**src/rtl/srpq_pkg.sv**
```systemverilog
`timescale 1ns / 1ps

package srpq_pkg;

    localparam int DEPTH = 16;

    localparam logic OP_ENQ = 1'b0;
    localparam logic OP_DEQ = 1'b1;

    localparam logic [1:0] ST_ADDED    = 2'd0;
    localparam logic [1:0] ST_FULL     = 2'd1;
    localparam logic [1:0] ST_DEQUEUED = 2'd2;
    localparam logic [1:0] ST_EMPTY    = 2'd3;

    typedef struct packed {
        logic        operation;
        logic [15:0] payload;
        logic [7:0]  priority_req;
    } in_t;

    typedef struct packed {
        logic [1:0]  status;
        logic [15:0] out_payload;
        logic [7:0]  out_priority;
    } out_t;

    typedef struct packed {
        logic        valid;
        logic [15:0] payload;
        logic [7:0]  prio;
    } entry_t;

    typedef struct packed {
        logic   enq;
        logic   deq;
        entry_t entry;
    } cell_cmd_t;

endpackage

```
**src/rtl/sorted_ring_priority_queue.sv**
```systemverilog
`timescale 1ns / 1ps

// Sorted priority queue of srpq_pkg::DEPTH entries (16), built as a row of cells that
// holds the entries in ascending priority from cell 0, equal priorities in arrival
// order. Each transfer on s_ is one operation and gives exactly one result on m_ in
// the following cycle: an enqueue is placed by every cell comparing against the new
// priority and shifting back in parallel, and a dequeue shifts every cell one
// place forward. One operation is taken per cycle while m_ is drained; the output
// register alone sets back-pressure. An enqueue into a queue holding DEPTH entries
// returns status full and changes nothing; a dequeue from an empty queue returns
// status empty with zero payload and priority.
module sorted_ring_priority_queue (
    input  logic          aclk,
    input  logic          aresetn,
    input  logic          s_valid,
    output logic          s_ready,
    input  srpq_pkg::in_t s_data,
    output logic           m_valid,
    input  logic           m_ready,
    output srpq_pkg::out_t m_data
);

    srpq_pkg::entry_t    cell_entry [srpq_pkg::DEPTH];
    logic                cell_displaced [srpq_pkg::DEPTH];
    srpq_pkg::cell_cmd_t cmd;

    logic           accept;
    logic           full;
    logic           empty;
    srpq_pkg::out_t result;

    logic           m_valid_reg;
    logic           m_valid_next;
    srpq_pkg::out_t m_data_reg;
    srpq_pkg::out_t m_data_next;

    assign s_ready = !m_valid_reg || m_ready;
    assign accept  = s_valid && s_ready;
    assign full    = cell_entry[srpq_pkg::DEPTH-1].valid;
    assign empty   = !cell_entry[0].valid;

    always_comb begin
        cmd.enq           = accept && (s_data.operation == srpq_pkg::OP_ENQ) && !full;
        cmd.deq           = accept && (s_data.operation == srpq_pkg::OP_DEQ) && !empty;
        cmd.entry.valid   = 1'b1;
        cmd.entry.payload = s_data.payload;
        cmd.entry.prio    = s_data.priority_req;
    end

    for (genvar i = 0; i < srpq_pkg::DEPTH; i++) begin : g_cell
        srpq_pkg::entry_t left_entry;
        srpq_pkg::entry_t right_entry;
        logic             left_displaced;

        if (i == 0) begin : g_first
            assign left_entry     = '0;
            assign left_displaced = 1'b0;
        end else begin : g_mid
            assign left_entry     = cell_entry[i-1];
            assign left_displaced = cell_displaced[i-1];
        end

        if (i == srpq_pkg::DEPTH - 1) begin : g_last
            assign right_entry = '0;
        end else begin : g_inner
            assign right_entry = cell_entry[i+1];
        end

        srpq_cell u_cell (
            .aclk           (aclk),
            .aresetn        (aresetn),
            .cmd            (cmd),
            .left_entry     (left_entry),
            .left_displaced (left_displaced),
            .right_entry    (right_entry),
            .entry          (cell_entry[i]),
            .displaced      (cell_displaced[i])
        );
    end

    always_comb begin
        result = '0;
        case (s_data.operation)
            srpq_pkg::OP_ENQ: begin
                result.status = full ? srpq_pkg::ST_FULL : srpq_pkg::ST_ADDED;
            end
            srpq_pkg::OP_DEQ: begin
                if (empty) begin
                    result.status = srpq_pkg::ST_EMPTY;
                end else begin
                    result.status       = srpq_pkg::ST_DEQUEUED;
                    result.out_payload  = cell_entry[0].payload;
                    result.out_priority = cell_entry[0].prio;
                end
            end
            default: begin
                result = '0;
            end
        endcase
    end

    assign m_valid_next = accept || (m_valid_reg && !m_ready);
    assign m_data_next  = accept ? result : m_data_reg;

    always_ff @(posedge aclk) begin
        if (!aresetn) begin
            m_valid_reg <= 1'b0;
        end else begin
            m_valid_reg <= m_valid_next;
        end
    end

    always_ff @(posedge aclk) begin
        m_data_reg <= m_data_next;
    end

    assign m_valid = m_valid_reg;
    assign m_data  = m_data_reg;

endmodule

```
**src/rtl/srpq_cell.sv**
```systemverilog
`timescale 1ns / 1ps

module srpq_cell (
    input  logic                aclk,
    input  logic                aresetn,
    input  srpq_pkg::cell_cmd_t cmd,
    input  srpq_pkg::entry_t    left_entry,
    input  logic                left_displaced,
    input  srpq_pkg::entry_t    right_entry,
    output srpq_pkg::entry_t    entry,
    output logic                displaced
);

    srpq_pkg::entry_t entry_reg;
    srpq_pkg::entry_t entry_next;

    // new entry goes ahead of this one: empty cell or strictly larger priority
    assign displaced = !entry_reg.valid || (entry_reg.prio > cmd.entry.prio);
    assign entry     = entry_reg;

    always_comb begin
        entry_next = entry_reg;
        if (cmd.deq) begin
            entry_next = right_entry;
        end else if (cmd.enq && displaced) begin
            // left neighbor also moves back, so take its entry
            if (left_displaced) begin
                entry_next = left_entry;
            end else begin
                entry_next       = cmd.entry;
                entry_next.valid = 1'b1;
            end
        end
    end

    always_ff @(posedge aclk) begin
        if (!aresetn) begin
            entry_reg <= '0;
        end else begin
            entry_reg <= entry_next;
        end
    end

endmodule

```
**config.mk**
```make
export PLATFORM = sky130hd
export DESIGN_NAME = sorted_ring_priority_queue
export DESIGN_NICKNAME = d
export VERILOG_FILES = /design/src/rtl/srpq_pkg.sv /design/src/rtl/sorted_ring_priority_queue.sv /design/src/rtl/srpq_cell.sv
export SDC_FILE = /design/constraint.sdc
export NUM_CORES = 1
export LEC_CHECK = 0
export BUFFER_PORTS_ARGS = -buffer_cell sky130_fd_sc_hd__buf_2
export CORE_MARGIN = 3
export CORE_UTILIZATION = 65
export DETAILED_ROUTE_END_ITERATION = 6
export PLACE_DENSITY_LB_ADDON = 0.08
export SLEW_MARGIN = 40
export SYNTH_ARGS = -nofsm -noshare
export SYNTH_HDL_FRONTEND = slang
export SYNTH_SLANG_ARGS = --single-unit
```
**constraint.sdc**
```tcl
create_clock -name aclk -period 5.6 [get_ports aclk]
set_clock_uncertainty 0.05 [all_clocks]
set_input_delay 1.12 -clock aclk [delete_from_list [all_inputs] [get_ports aclk]]
set_output_delay 1.12 -clock aclk [all_outputs]
set_load 0.01 [all_outputs]
```
==> metrics.txt <==
register bit total from synthesis 427; max reg flops 400; critical path arrival 4.54 ns; Min-Delay Path Class reg2reg; core area 35700 um2; syn nets 2754; post-synth top area share 34.0%; DRC violations left 0; initial antenna violation count 0; outcome finished clean; Yosys warnings 0; setup violators final 0; fillers 2728; Port Buffers 56; worst r2r path cells 6; fin nets 2686; Max IR drop VDD 0.279 mV; slew margin rel. 41.7%; post-route cell area 25600 um2; CTS tree yes; Initial Utilization 66.2%; Synth Area in Compound Gates 22.0%; adder-cell share of the synthesized area 6.36%; routed wire length 68100 um; RSZ-0062 raised after global routing no; Cell variety after synth 70; placer congestion estimate 0.949; H-tree level count 2; final hold vios 0; layout cells sized above 1 8.13%; crit share post-route 74.2%; critical path fanouts, max 24; largest net degree at the start of global routing 169; Reg clk slew, reported paths 0.06 ns; DP HPWL 44400 um; synth cell count leaders dfxtp_1 (401), mux2i_1 (379), nand2_1 (225), o221ai_1 (193), inv_1 (191); min-delay src g_cell[15].u_cell.entry[3]; Clock Tree Buf Depth 3; xor and xnor area share after synthesis 0%; f_max 241 MHz; Die W 197 um; CTS Hold Bufs 0; Area growth syn-to-layout 8.29%; Post-Syn Area per Cell 9.06 um2; post-route minimum period 4.16 ns; Placed Area 24000 um2; initial DRC count 1815; gr ovfl total 0; Pre-antenna DRT Iters 6; post-route ant nets 0; largest family of logic cells by synthesized area compound AO/OA/AOI/OAI gates; post-CTS setup buffers 0; buffers and inverters on the worst path 2; startpoint types input pin; Total GRT Usage 34.5%; hold path endpoint g_cell[14].u_cell.entry[3]; CTS resizes 0; antenna fix cells 0; FF-to-FF Start g_cell[15].u_cell.entry[24]; first-pass GRT wire length 110000 um; WL per Instance 22.5 um; nature of the critical path endpoint flop; Synth async-reset ratio 0%; die height 197 um; vias per cell 6.72; mux contribution to synthesized area 16.1%; CP Data Required Time 5.99 ns; Seq/Total Area, Yosys 37.3%; final slew viol count 0; post-synthesis simple-gate area fraction 11.0%; Rows 69; CTS Buf Count 47; vias 20400; number of global-route vias before repair 20300; top_reg_cell synth dfxtp_1; Worst path max stage delay 0.74 ns; number of synthesized flops with an enable pin 26; io pins 57; Hold Crit Depth 2; Setup CP Type in2reg; Clock Tree Root clkbuf_16; Sink Count 427; die area 38600 um2; leakage power 9.62 nW; Post-Syn Instances 2605; Area contributors post-synth dfxtp_1 (34%), mux2i_1 (16%), o221ai_1 (7.2%); FF-to-FF setup slack 2.62 ns; Top delay family on crit path compound AO/OA/AOI/OAI gates; Setup TNS 0 ns; fin util 71.7%; synthesized cell area 23600 um2; pwr/cell area 290 nW/um2; Critical Path, Cell by Cell buf_2 -> clkinv_1 -> ha_1 -> a211o_1 -> o211ai_2 -> a32oi_2 -> o21a_1 -> a21o_1 -> o221ai_1; most common cell in the synthesized netlist dfxtp_1; slowest CP cell a21o_1; max-cap violations 0; cell taking the most area after synthesis dfxtp_1; Clk Latency, worst-skew pair 0.59 ns; R2R Path End g_cell[0].u_cell.entry[11]; Slew @ Worst Pin 0.874 ns
-- how the worst max path moves through the flow --
stage	startpoint	end	slack [ns]	cells after the start
floorplan	m_ready	g_cell[3].u_cell.entry[0]	2.22	9
global placement	s_data[4]	g_cell[4].u_cell.entry[11]	1.06	9
detailed placement	s_data[4]	g_cell[4].u_cell.entry[0]	1.14	9
CTS	s_data[4]	g_cell[3].u_cell.entry[23]	1.73	10
global route	s_data[5]	g_cell[4].u_cell.entry[0]	1.22	9
finish	s_data[5]	g_cell[4].u_cell.entry[12]	1.44	9
-- metal layers --
layer / wire [um] / track usage, % / vias to the layer above
met5: 0 / 0 / -
met4: 2340 / 13.0 / 0
met3: 4720 / 5.30 / 182
met2: 31600 / 56.8 / 832
met1: 29500 / 46.3 / 9765
li1: - / - / 9613
-- stage by stage --
| stage | setup WS (ns) | hold WS, ns | cells | power [W] |
|---|---|---|---|---|
| 5_1_grt | 1.22 | 0.450 | 3033 | 0.00764 |
| 2_1_floorplan | 2.22 | 0.386 | 2605 | 0.00407 |
| 3_3_place_gp | 1.06 | 0.394 | 2948 | 0.00434 |
| 4_1_cts | 1.73 | 0.424 | 3033 | 0.00742 |
| 3_5_place_dp | 1.14 | 0.410 | 2949 | 0.00437 |
| 6_report | 1.44 | 0.424 | 3033 | 0.00741 |
-- cell usage in the layout (no fill, tap or decap), types with 63 or more instances in the layout --
| cell type | synthesis | routed |
|---|---|---|
| a21oi_1 | 112 | 112 |
| dfxtp_1 | 401 | 401 |
| ha_1 | 120 | 120 |
| inv_1 | 191 | 188 |
| mux2i_1 | 379 | 379 |
| nand2_1 | 225 | 225 |
| nand3_1 | 65 | 64 |
| nor2_1 | 85 | 84 |
| o211ai_1 | 63 | 63 |
| o21ai_0 | 136 | 136 |
| o221ai_1 | 193 | 193 |
-- cell type report --
type                       count  area, um2  area share [%]
clock buffer                  72       1350            5.28
clock inverter                12        154           0.602
inverter                     192        721            2.82
multi-input combinational   1759      13200            51.7
sequential                   427       8810            34.5
tap                          461        577            2.26
timing repair buffer         110        737            2.88
-- power breakdown --
part | switching, W | leakage [nW] | internal (W) | total (W)
clock network | 0.00127 | 0.732 | 0.00180 | 0.00307
registers | 0.000119 | 3.52 | 0.00319 | 0.00331
logic | 0.000646 | 5.37 | 0.000379 | 0.00102
-- worst reg2reg max path, stage by stage, from the launching register on --
cell and delay [ns]:
dfxtp_1 0.39, nor2_1 0.44, and3_2 0.68, o211a_1 0.52, buf_4 0.44, o21ai_0 0.18, o311a_1 0.17
-- cells by family after synthesis --
group                    count (synthesis)
AO/OA/AOI/OAI                          714
AND/OR/NAND/NOR                        545
flip-flops                             427
buffers and inverters                  419
multiplexers                           380
adder cells (fa/ha/maj)                120
Power figures use the tool's default switching activity.
